### src/hdl/flt_ram.sv
// Single-port-write, single-port-read synchronous memory with registered read data.
`timescale 1ns / 1ps

module flt_ram #(
  parameter int WIDTH = 8,
  parameter int DEPTH = 64,
  parameter int AW    = (DEPTH > 1) ? $clog2(DEPTH) : 1
) (
  input  logic             clk,
  input  logic             we,
  input  logic [AW-1:0]    waddr,
  input  logic [WIDTH-1:0] wdata,
  input  logic             re,
  input  logic [AW-1:0]    raddr,
  output logic [WIDTH-1:0] rdata
);

  logic [WIDTH-1:0] mem [DEPTH];

  always_ff @(posedge clk) begin
    if (we) begin
      mem[waddr] <= wdata;
    end
  end

  always_ff @(posedge clk) begin
    if (re) begin
      rdata <= mem[raddr];
    end
  end

endmodule

### config.mk
export PLATFORM = sky130hd
export DESIGN_NAME = flt_ram
export DESIGN_NICKNAME = d
export VERILOG_FILES = /design/src/hdl/flt_ram.sv
export SDC_FILE = /design/constraint.sdc
export NUM_CORES = 1
export LEC_CHECK = 0
export ABC_AREA = 1
export BUFFER_PORTS_ARGS = -buffer_cell sky130_fd_sc_hd__buf_2
export CAP_MARGIN = 20
export CORE_MARGIN = 5
export CORE_UTILIZATION = 60
export CTS_BUF_LIST = sky130_fd_sc_hd__clkbuf_16
export CTS_CLUSTER_DIAMETER = 30
export DETAILED_ROUTE_END_ITERATION = 10
export MAX_ROUTING_LAYER = met4
export PLACE_DENSITY = 0.74
export SYNTH_ARGS = -nofsm -noshare
export SYNTH_HDL_FRONTEND = slang
export SYNTH_SLANG_ARGS = --single-unit
### constraint.sdc
create_clock -name clk -period 3.25 [get_ports clk]
set_clock_uncertainty 0.05 [all_clocks]
set_input_delay 0.1625 -clock clk [delete_from_list [all_inputs] [get_ports clk]]
set_output_delay 0.1625 -clock clk [all_outputs]
set_load 0.05 [all_outputs]
==> reports/qor.txt <==
placed instance area: 22,100 µm²
Top Family by Delay on Critical Path: buffers and inverters
Seq/Total Area, Yosys: 72.9%
RR Startpoint: mem[27][0]$_DFFE_PP_
clk buf depth: 3
top sig layer: met4
share of the synthesized area in the top cell type: 72.9%
DRC viols: 0
worst hold path type: in2reg
area leader, netlist: edfxtp_1
final WL: 54,800 µm
Die Wd: 199 µm
max_slew headroom: 36.0%
post-synthesis instance total: 1,805
crit-path cells: buf_6 -> inv_6 -> buf_4 -> nand2_1 -> nand3_1 -> nand3_1 -> nand2_1 -> nand2_1 -> nand3_1 -> nand3_1 -> nand2_1
cts bufs inserted: 94
CP Launch Type: input port
routed wl met3: 6400 µm
first-pass GRT wire length: 83,900 µm
number of buffers and inverters on the critical path: 3
Detail Route Antenna Nets: 0
Initial DRC Count: 2,215
most frequent cells in the layout: nand2_1, edfxtp_1, nand3_1
Worst-Skew Late Latency: 600 ps
setup TNS: 0 ps
initial antenna violation count: 1
Cell Pwr Density: 704 nW/µm²
Area growth syn-to-layout: 17.9%
CP max FO: 57
CTS Sinks: 520
total gr overflow: 0
internal reg-to-reg setup slack: 1650 ps
Synth cell types: 15
clk root buf: clkbuf_16
vias in the first global route: 14,300
M1 WL: 20,600 µm
Detailed Place HPWL: 30,800 µm
TritonRoute pass-1 iters: 6
Finished Cell Area: 25,200 µm²
Worst setup EP type: register
GRT Total Usage: 29.0%
Initial Util: 60.5%
Peak VDD IR: 0.000521 V
CTS tree: built
reg2reg path depth: 8
PostCTS Resize Cnt: 0
routed vias: 14,800
CP required: 3660 ps
Die ar.: 39,600 µm²
Core Util, Final: 71.3%
P_leak: 9.38 nW
status: finished clean
Final Slew Violations: 0
Setup CP Type: in2reg
largest net degree at the start of global routing: 138
most common cell after layout, fill and taps aside: nand2_1
min cycle time layout: 1830 ps
clk slew on worst S/H paths: 50 ps
nets@finish: 1,930
WHS Path Cells: 1
maxcap violations: 0
RSZ-0062 raised after global routing: false
layout cells sized above 1: 14.1%
synthesized flop and latch total: 520
Die H: 199 µm
IO Port Bufs: 30
Fin. Hold Viols: 0
CP max stage delay: 420 ps
Core Box Area: 35,400 µm²
Slowest-stage cell, CP: inv_6
met2 wire len: 26,000 µm
Cell Area, Synth: 21,400 µm²
Worst R2R End: rdata[0]$_DFFE_PP_
Worst EP arrival: 2240 ps
fin crit share: 56.3%
wire length per cell: 22.4 µm
vias per cell: 6.02
Synth Net Count: 1,828
synth warn: 0
count of final setup violators: 0
Final GP Congestion: 0.867
measured slew at the worst slew-check pin: 960 ps
Std-Cell Rows: 69
Highest Clock Rate: 546 MHz
H-tree levels: 3
synth top area cells: edfxtp_1, nand2_1, nand3_1, buf_6, nor2_1
mean post-synth cell area: 11.9 µm²
WHS Endpoint: mem[56][4]$_DFFE_PP_
Top Ports: 31
hold_sp: wdata[4]
[how the worst max path moves through the flow]
| stage | startpoint | endpoint | slack (ps) | cells after the start |
|---|---|---|---|---|
| finish | raddr[0] | rdata[7]$_DFFE_PP_ | 1420 | 11 |
| global route | raddr[0] | rdata[0]$_DFFE_PP_ | 1270 | 11 |
| CTS | raddr[0] | rdata[7]$_DFFE_PP_ | 1470 | 11 |
| detailed placement | raddr[0] | rdata[0]$_DFFE_PP_ | 830 | 11 |
| global placement | raddr[0] | rdata[0]$_DFFE_PP_ | 900 | 11 |
| floorplan | we | mem[48][0]$_DFFE_PP_ | 1270 | 3 |
[worst register-to-register path: stages, from the launching register on]
cell      delay, ps
edfxtp_1        350
nand2_1          70
nand3_1         100
nand3_1         120
nand2_1          70
nand2_1         110
nand3_1         150
nand3_1         230
nand2_1          80
[Yosys cell counts]
cell type / number
nor4_1: 8
nand3_1: 439
clkbuf_1: 15
buf_1: 10
nand2_1: 648
buf_2: 37
nor2_1: 56
edfxtp_1: 520
inv_1: 10
inv_6: 1
buf_8: 2
nand4_1: 9
buf_4: 14
inv_2: 1
buf_6: 35
[metal layers]
| metal | up-vias | track usage [%] |
|---|---|---|
| li1 | 6599 | - |
| met2 | 990 | 43.9 |
| met3 | 142 | 6.08 |
| met4 | 0 | 10.3 |
| met1 | 7026 | 39.7 |
| met5 | - | - |
[through the flow]
step / hold WS, ps / power, mW / instances / setup slack (ps)
after floorplan: 211 / 8.15 / 1805 / 1270
after global placement: 509 / 8.45 / 2268 / 898
after detailed placement: 513 / 8.48 / 2269 / 832
after CTS: 6.27 / 17.8 / 2446 / 1470
after global routing: 18.5 / 18.3 / 2448 / 1270
final: 15.4 / 17.8 / 2450 / 1420
[power by group]
| part | switching [mW] | internal (mW) |
|---|---|---|
| clock network | 3.41 | 5.98 |
| logic | 0.690 | 0.222 |
| registers | 0.0172 | 7.45 |
[cells by family after synthesis]
| group | Yosys count | share of synthesized area (%) |
|---|---|---|
| buffers and inverters | 125 | 4.01 |
| DFF | 520 | 72.9 |
| and+or+nand+nor | 1160 | 23.1 |
[what timing repair did]
item | 4_1_cts | 5_1_grt
hold buffers | 2 | 0
hold endpoints to repair | 25 | 0
setup buffers | 0 | 0
[sequential cells by signal, summed over array words and instances (netlist names)]
| register | cells |
|---|---|
| rdata | 8 |
| mem | 512 |
[cell type report]
| type | instances | area, µm² |
|---|---|---|
| inverters | 12 | 52.6 |
| multi-input cells | 1160 | 4950 |
| fillers | 2239 | 10200 |
| repair buffers | 119 | 952 |
| clock inverters | 79 | 693 |
| well taps | 461 | 577 |
| clock buffers | 96 | 2400 |
| diodes | 3 | 7.51 |
| flip-flops and latches | 520 | 15600 |
(Power assumes the default switching activity.)
