`src/hdl/flt_pkg.sv`:
```
// Package of shared types and constants for the FIFO hand-off lock table.
`timescale 1ns / 1ps

package flt_pkg;

  localparam int CMD_W       = 2;
  localparam int TID_W       = 4;
  localparam int LID_W       = 6;
  localparam int STATUS_W    = 3;

  localparam int DEF_NUM_LOCKS   = 64;
  localparam int DEF_NUM_THREADS = 16;

  typedef enum logic [CMD_W-1:0] {
    CMD_LOCK   = 2'd0,
    CMD_TRY    = 2'd1,
    CMD_UNLOCK = 2'd2
  } cmd_t;

  typedef enum logic [STATUS_W-1:0] {
    ST_GRANTED    = 3'd0,
    ST_QUEUED     = 3'd1,
    ST_REFUSED    = 3'd2,
    ST_FREED      = 3'd3,
    ST_HANDED     = 3'd4,
    ST_NOT_OWNER  = 3'd5,
    ST_QUEUE_FULL = 3'd6
  } status_t;

  typedef enum logic [1:0] {
    S_CLEAR,
    S_IDLE,
    S_LOOK,
    S_POP
  } state_t;

  typedef struct packed {
    status_t              status;
    logic [TID_W-1:0]     next_owner;
    logic                 next_owner_valid;
  } result_t;

endpackage

```
`src/hdl/flt_ctrl.sv`:
```
// Request sequencer: clearing pass, lock entry read-modify-write and queue push/pop.
`timescale 1ns / 1ps

module flt_ctrl #(
  parameter int NUM_LOCKS   = flt_pkg::DEF_NUM_LOCKS,
  parameter int NUM_THREADS = flt_pkg::DEF_NUM_THREADS,
  parameter int LW          = (NUM_LOCKS > 1) ? $clog2(NUM_LOCKS) : 1,
  parameter int TW          = $clog2(NUM_THREADS),
  parameter int QAW         = $clog2(NUM_LOCKS * NUM_THREADS),
  parameter int ENT_W       = 2 + flt_pkg::TID_W + 2 * TW
) (
  input  logic                        clk,
  input  logic                        rst,
  input  logic                        start,
  input  logic [flt_pkg::CMD_W-1:0]   command,
  input  logic [flt_pkg::TID_W-1:0]   requester,
  input  logic [flt_pkg::LID_W-1:0]   lock_id,
  output logic                        busy,
  output flt_pkg::result_t            res,
  output logic                        done,
  output logic                        lk_we,
  output logic [LW-1:0]               lk_waddr,
  output logic [ENT_W-1:0]            lk_wdata,
  output logic                        lk_re,
  output logic [LW-1:0]               lk_raddr,
  input  logic [ENT_W-1:0]            lk_rdata,
  output logic                        q_we,
  output logic [QAW-1:0]              q_waddr,
  output logic [flt_pkg::TID_W-1:0]   q_wdata,
  output logic                        q_re,
  output logic [QAW-1:0]              q_raddr,
  input  logic [flt_pkg::TID_W-1:0]   q_rdata
);

  localparam int CNT_W = TW + 1;
  localparam logic [QAW-1:0] NT_Q = QAW'(NUM_THREADS);

  typedef struct packed {
    logic                       held;
    logic [flt_pkg::TID_W-1:0]  owner;
    logic [TW-1:0]              head;
    logic [CNT_W-1:0]           count;
  } entry_t;

  flt_pkg::state_t            state, state_next;
  logic [LW-1:0]              clr_idx, clr_idx_next;
  logic [flt_pkg::CMD_W-1:0]  req_cmd;
  logic [flt_pkg::TID_W-1:0]  req_tid;
  logic [LW-1:0]              req_lid;
  logic                       req_bad;
  logic [TW-1:0]              pop_head, pop_head_next;
  logic [CNT_W-1:0]           pop_count, pop_count_next;
  flt_pkg::result_t           res_next;
  logic                       done_next;

  entry_t                     ent, ent_wr;
  logic [QAW-1:0]             qbase;
  logic [CNT_W-1:0]           tail_sum, head_inc;
  logic [TW-1:0]              tail_slot;

  assign ent      = entry_t'(lk_rdata);
  assign lk_wdata = ENT_W'(ent_wr);
  assign qbase    = QAW'(req_lid) * NT_Q;
  assign tail_sum = CNT_W'(ent.head) + ent.count;
  assign tail_slot = (tail_sum >= CNT_W'(NUM_THREADS)) ?
                     TW'(tail_sum - CNT_W'(NUM_THREADS)) : TW'(tail_sum);
  assign head_inc = CNT_W'(ent.head) + CNT_W'(1);
  assign busy     = (state != flt_pkg::S_IDLE);

  always_ff @(posedge clk) begin
    if (rst) begin
      state   <= flt_pkg::S_CLEAR;
      clr_idx <= '0;
      done    <= 1'b0;
    end else begin
      state   <= state_next;
      clr_idx <= clr_idx_next;
      done    <= done_next;
    end
  end

  always_ff @(posedge clk) begin
    res       <= res_next;
    pop_head  <= pop_head_next;
    pop_count <= pop_count_next;
    if (state == flt_pkg::S_IDLE && start) begin
      req_cmd <= command;
      req_tid <= requester;
      req_lid <= LW'(lock_id);
      req_bad <= (32'(lock_id) >= 32'(NUM_LOCKS)) || (32'(requester) >= 32'(NUM_THREADS));
    end
  end

  always_comb begin
    state_next     = state;
    clr_idx_next   = clr_idx;
    done_next      = 1'b0;
    res_next       = res;
    pop_head_next  = pop_head;
    pop_count_next = pop_count;
    lk_we          = 1'b0;
    lk_waddr       = req_lid;
    ent_wr         = ent;
    lk_re          = 1'b0;
    lk_raddr       = LW'(lock_id);
    q_we           = 1'b0;
    q_waddr        = qbase + QAW'(tail_slot);
    q_wdata        = req_tid;
    q_re           = 1'b0;
    q_raddr        = qbase + QAW'(ent.head);

    case (state)
      flt_pkg::S_CLEAR: begin
        lk_we        = 1'b1;
        lk_waddr     = clr_idx;
        ent_wr       = '0;
        clr_idx_next = clr_idx + LW'(1);
        if (clr_idx == LW'(NUM_LOCKS - 1)) begin
          state_next = flt_pkg::S_IDLE;
        end
      end

      flt_pkg::S_IDLE: begin
        if (start) begin
          lk_re      = 1'b1;
          state_next = flt_pkg::S_LOOK;
        end
      end

      flt_pkg::S_LOOK: begin
        state_next = flt_pkg::S_IDLE;
        done_next  = 1'b1;
        res_next   = '{status: flt_pkg::ST_REFUSED, next_owner: '0, next_owner_valid: 1'b0};
        if (!req_bad) begin
          case (req_cmd)
            flt_pkg::CMD_LOCK: begin
              if (!ent.held) begin
                lk_we           = 1'b1;
                ent_wr.held     = 1'b1;
                ent_wr.owner    = req_tid;
                res_next.status = flt_pkg::ST_GRANTED;
              end else if (ent.count == CNT_W'(NUM_THREADS)) begin
                res_next.status = flt_pkg::ST_QUEUE_FULL;
              end else begin
                q_we            = 1'b1;
                lk_we           = 1'b1;
                ent_wr.count    = ent.count + CNT_W'(1);
                res_next.status = flt_pkg::ST_QUEUED;
              end
            end
            flt_pkg::CMD_TRY: begin
              if (!ent.held) begin
                lk_we           = 1'b1;
                ent_wr.held     = 1'b1;
                ent_wr.owner    = req_tid;
                res_next.status = flt_pkg::ST_GRANTED;
              end else if (ent.owner == req_tid) begin
                res_next.status = flt_pkg::ST_GRANTED;
              end
            end
            flt_pkg::CMD_UNLOCK: begin
              if (!ent.held || ent.owner != req_tid) begin
                res_next.status = flt_pkg::ST_NOT_OWNER;
              end else if (ent.count == '0) begin
                lk_we           = 1'b1;
                ent_wr.held     = 1'b0;
                ent_wr.owner    = '0;
                res_next.status = flt_pkg::ST_FREED;
              end else begin
                // Fetch the oldest waiter; the entry is written back once it arrives.
                q_re           = 1'b1;
                pop_head_next  = (head_inc == CNT_W'(NUM_THREADS)) ? '0 : TW'(head_inc);
                pop_count_next = ent.count - CNT_W'(1);
                done_next      = 1'b0;
                state_next     = flt_pkg::S_POP;
              end
            end
            default: begin
              res_next.status = flt_pkg::ST_REFUSED;
            end
          endcase
        end
      end

      flt_pkg::S_POP: begin
        lk_we        = 1'b1;
        ent_wr.held  = 1'b1;
        ent_wr.owner = q_rdata;
        ent_wr.head  = pop_head;
        ent_wr.count = pop_count;
        res_next     = '{status: flt_pkg::ST_HANDED, next_owner: q_rdata,
                         next_owner_valid: 1'b1};
        done_next    = 1'b1;
        state_next   = flt_pkg::S_IDLE;
      end

      default: begin
        state_next = flt_pkg::S_IDLE;
      end
    endcase
  end

endmodule

```
`config.mk`:
```
export PLATFORM = sky130hd
export DESIGN_NAME = flt_ctrl
export DESIGN_NICKNAME = d
export VERILOG_FILES = /design/src/hdl/flt_pkg.sv /design/src/hdl/flt_ctrl.sv
export SDC_FILE = /design/constraint.sdc
export NUM_CORES = 1
export LEC_CHECK = 0
export BUFFER_PORTS_ARGS = -buffer_cell sky130_fd_sc_hd__buf_4
export CAP_MARGIN = 25
export CORE_ASPECT_RATIO = 1.1
export CORE_UTILIZATION = 40
export DETAILED_ROUTE_END_ITERATION = 12
export GPL_ROUTABILITY_DRIVEN = 0
export PLACE_DENSITY = 0.71
export SYNTH_ARGS = -nofsm -noshare
export SYNTH_HDL_FRONTEND = slang
export SYNTH_SLANG_ARGS = --single-unit
```
`constraint.sdc`:
```
create_clock -name clk -period 3.45 [get_ports clk]
set_clock_uncertainty 0.05 [all_clocks]
set_input_delay 0.1725 -clock clk [delete_from_list [all_inputs] [get_ports clk]]
set_output_delay 0.1725 -clock clk [all_outputs]
set_load 0.02 [all_outputs]
```
==> summary.md <==
| Metric | Value |
|---|---|
| Result of the run | `finished clean` |
| Footprint of the flip-flops and latches | `0.001051 sq mm` |
| Horiz. Die Dim | `77.15 microns` |
| Standard-cell row count | `29` |
| Share of synthesized area spent on multiplexers | `0.03927` |
| Setup repair after global routing missed its margin | `false` |
| Library cell appearing most often on the critical path | `sky130_fd_sc_hd__inv_1` |
| Avg Cell Area, Syn | `10.31 sq um` |
| Max-cap check violation count | `0` |
| Total of fill cells in the finished design | `547` |
| Maximum clock frequency | `361.3 MHz` |
| Setup slack, reg-to-reg | `1.38 ns` |
| Data required time of the critical path | `3.23 ns` |
| Clk Latency, worst-skew pair | `0.29 ns` |
| Wire length of the first global-routing pass | `9.549 mm` |
| Leakage dissipation | `1.439 nW` |
| Layout cells sized above 1 | `0.3662` |
| Clk sinks | `38` |
| Post-route antenna net violation count | `0` |
| DRT iter0 DRCs | `156` |
| Reg clk slew, reported paths | `0.07 ns` |
| Sequential share of power | `0.495` |
| Number of post-CTS setup repair buffers | `0` |
| Adder and majority gate portion of the synthesized area | `0.07855` |
| CP Data Arrival Time | `2.54 ns` |
| Startpoint kind of the worst setup timing path | `flip-flop` |
| Count of final hold-check violations | `0` |
| CP cell instances | `inv_1, ha_1, inv_1, or4_1, o311ai_1, buf_4` |
| Iteration count of the initial detailed-routing pass | `4` |
| Root buffer selected by CTS | `sky130_fd_sc_hd__clkbuf_8` |
| CORE AREA | `0.005878 sq mm` |
| Max Buffers Root-to-Sink | `2` |
| Number of synthesized register bits | `38` |
| Netlist area before placement | `0.002485 sq mm` |
| Crit path buffers/inverters | `3` |
| Area enclosed by the die boundary | `0.006532 sq mm` |
| Final Setup Violations | `0` |
| Total clock buffers created by CTS | `5` |
| Clock tree from TritonCTS | `built` |
| Syn Inst Count | `241` |
| Clock period minus final worst setup slack | `2.767 ns` |
| Transition time at the pin with the least slew margin | `0.7316 ns` |
| Kind of critical path | `reg2out` |
| Remaining max-slew budget at the tightest pin | `0.5122` |
| Maximum number of pins on one net before global-route repair | `24` |
| Sw Ratio | `0.2626` |
| VDD IR-drop max | `0.2015 mV` |
| Distinct cell type count of the synthesized netlist | `56` |
| Starting Density | `0.4227` |
| Share of async-settable or async-resettable flops after synthesis | `0` |
| Net switching component of the power | `0.2664 mW` |
| Net count of the mapped netlist | `289` |
| Die Y | `84.67 microns` |
| Residual DRC | `0` |
| Worst Setup End Kind | `primary output` |
| Area Overhead vs Synth | `32.63%` |
| Number of vias in the routed layout | `2100` |
| Via count of the first global-routing pass | `2020` |
| Final count of pins violating max slew | `0` |
| Internal Power | `0.7482 mW` |
| Post-Synth Simple-Gate Area | `0.1516` |
| WL final | `5.927 mm` |
| Xor-xnor portion of the synthesized cell area | `0.05639` |
| Ratio of total power to cell area | `307.8 mW/mm^2` |
| Maximum fanout along the worst path | `15` |
| Total negative setup slack | `0 ns` |
| Hold WC Path Type | `in2reg` |
| I/O pin count | `97` |
| Sequential area share after synthesis | `0.4230` |
| Combinational Power Share | `0.187` |
| Global-route usage over all layers | `0.1856` |
| Wirelength per Cell | `14.74 microns` |
| Antenna violations before repair | `0` |
| Total number of yosys warnings | `0` |
| ANT cells | `0` |
| Largest incremental delay on the critical path | `0.60 ns` |
| Total of buffers placed on input and output ports | `96` |
| Dominant combinational cell family by area after synthesis | `simple AND/OR/NAND/NOR gates` |
| Complex-gate fraction of the synthesized area | `0.1506` |
| Final-layout worst hold slack | `0.009824 ns` |
| Area of the multi-input gates | `0.001184 sq mm` |
| Family of cells with the greatest summed delay on the critical path | `simple AND/OR/NAND/NOR gates` |
| Number of nets in the finished design | `372` |
| Slowest cell on crit path | `sky130_fd_sc_hd__or4_1` |
| Maximum level of the CTS H-tree | `2` |
| Post-synth EDFFs | `29` |
| Clock group share of total power | `0.318` |
| Period utilisation layout | `0.8022` |
| Placed wire-length estimate | `4.366 mm` |
| Grt total ovfl | `0` |
| Vias per cell | `5.224` |
| Most used flip-flop cell after synthesis | `sky130_fd_sc_hd__edfxtp_1` |
## cell usage after synthesis (3+ instances only)
cell | count | share of area
sky130_fd_sc_hd__a41o_1 | 5 | 0.020
sky130_fd_sc_hd__a22o_1 | 3 | 0.011
sky130_fd_sc_hd__dfxtp_1 | 9 | 0.073
sky130_fd_sc_hd__nand2_1 | 21 | 0.032
sky130_fd_sc_hd__mux2i_1 | 3 | 0.012
sky130_fd_sc_hd__clkbuf_1 | 7 | 0.011
sky130_fd_sc_hd__and2_1 | 4 | 0.010
sky130_fd_sc_hd__nand3_1 | 7 | 0.014
sky130_fd_sc_hd__inv_1 | 16 | 0.024
sky130_fd_sc_hd__a31oi_1 | 5 | 0.013
sky130_fd_sc_hd__edfxtp_1 | 29 | 0.35
sky130_fd_sc_hd__xnor2_1 | 9 | 0.032
sky130_fd_sc_hd__buf_4 | 17 | 0.051
sky130_fd_sc_hd__nand4_1 | 3 | 0.0076
sky130_fd_sc_hd__nor2_1 | 16 | 0.024
sky130_fd_sc_hd__o21ai_0 | 8 | 0.016
sky130_fd_sc_hd__a21oi_1 | 7 | 0.014
sky130_fd_sc_hd__ha_1 | 14 | 0.070
sky130_fd_sc_hd__mux2_2 | 6 | 0.027
sky130_fd_sc_hd__xor2_1 | 7 | 0.025
## kinds of logic after synthesis
| group | count (synthesis) |
|---|---|
| AO/OA/AOI/OAI | 50 |
| multiplexers | 9 |
| adder cells (fa/ha/maj) | 15 |
| XOR/XNOR | 16 |
| buffers and inverters | 45 |
| AND/OR/NAND/NOR | 68 |
| flip-flops | 38 |
## layer usage
layer / global-route usage / up-vias / share of wire
li1: - / 1026 / -
met1: 0.2297 / 969 / 0.43
met2: 0.3089 / 96 / 0.48
met3: 0.04674 / 9 / 0.066
met4: 0.07204 / 0 / 0.017
met5: 0 / - / 0
## flip-flops by register name, summed over array words and instances, names as in the netlist, 2 cells and up
name	flops
res	8
req_cmd	2
clr_idx	6
q_wdata	4
state	2
pop_head	4
pop_count	5
req_lid	6
## worst paths after layout
kind | startpoint | end | depth (start not counted)
worst max-delay path | state[0]$_SDFFE_PP0P_ | lk_wdata[3] | 6
worst min-delay path | lock_id[4] | req_lid[4]$_DFFE_PP_ | 1
worst max register to register | state[0]$_SDFFE_PP0P_ | pop_head[0]$_SDFFCE_PN0P_ | 5
worst min register to register | clr_idx[5]$_SDFFE_PP0P_ | clr_idx[5]$_SDFFE_PP0P_ | 2
## cells in the final DEF, fill, tap and decap left out, types with 2 or more instances in the layout
cell and count:
sky130_fd_sc_hd__a31oi_1 5, sky130_fd_sc_hd__a41o_1 5, sky130_fd_sc_hd__or4_1 2, sky130_fd_sc_hd__nand2_1 21, sky130_fd_sc_hd__nand4_1 3, sky130_fd_sc_hd__o311a_1 2
sky130_fd_sc_hd__inv_1 16, sky130_fd_sc_hd__and2_1 4, sky130_fd_sc_hd__xnor2_1 9, sky130_fd_sc_hd__o311ai_1 2, sky130_fd_sc_hd__a22o_1 3, sky130_fd_sc_hd__edfxtp_1 29
sky130_fd_sc_hd__o31ai_1 2, sky130_fd_sc_hd__a21o_1 2, sky130_fd_sc_hd__a21oi_1 7, sky130_fd_sc_hd__dlygate4sd3_1 7, sky130_fd_sc_hd__mux2_2 6, sky130_fd_sc_hd__buf_4 97
sky130_fd_sc_hd__dfxtp_1 9, sky130_fd_sc_hd__nor2_1 16, sky130_fd_sc_hd__o21ai_0 8, sky130_fd_sc_hd__xor2_1 7, sky130_fd_sc_hd__a221oi_1 2, sky130_fd_sc_hd__mux2i_1 3
sky130_fd_sc_hd__ha_1 14, sky130_fd_sc_hd__clkbuf_8 6, sky130_fd_sc_hd__nand3_1 7, sky130_fd_sc_hd__nor4_1 2
## cell type report
class | instances | share of cell area
flip-flops and latches | 38 | 0.3189
repair buffers | 105 | 0.2456
multi-input cells | 158 | 0.3592
well taps | 77 | 0.02923
clock buffers | 6 | 0.02506
clock inverters | 2 | 0.003797
inverters | 16 | 0.01822
## timing repair
item / 4_1_cts / 5_1_grt
hold endpoints to repair: 5 / 2
hold buffers: 5 / 2
resized for setup: 0 / 0
## metrics by stage
step                      worst slack, ns  power, mW    util  std cells  instance area (sq um)
after floorplan                     1.013     0.6214       -        241                   2485
after global placement              1.066     0.6936  0.5307        386                   3119
after detailed placement            1.009     0.6955  0.5307        386                   3119
after CTS                          0.6695      1.022  0.5553        399                   3264
after global routing               0.4736      1.056  0.5607        402                   3296
final                              0.6826      1.015  0.5607        402                   3296
## power by group through the flow
stage          sequential [mW]  clock (mW)  combinational, mW
6_report                 0.502       0.322              0.190
2_1_floorplan            0.512           0              0.109
3_3_place_gp             0.513           0              0.181
3_5_place_dp             0.513           0              0.183
4_1_cts                  0.502       0.331              0.189
5_1_grt                  0.503       0.345              0.208
## worst reg2reg max path, cell delays in order, from the launching register on
cell                      delay (ns)
sky130_fd_sc_hd__dfxtp_1        0.36
sky130_fd_sc_hd__inv_1          0.10
sky130_fd_sc_hd__ha_1           0.46
sky130_fd_sc_hd__inv_1          0.27
sky130_fd_sc_hd__nor4_1         0.31
sky130_fd_sc_hd__buf_4          0.23
(Power assumes the default switching activity.)
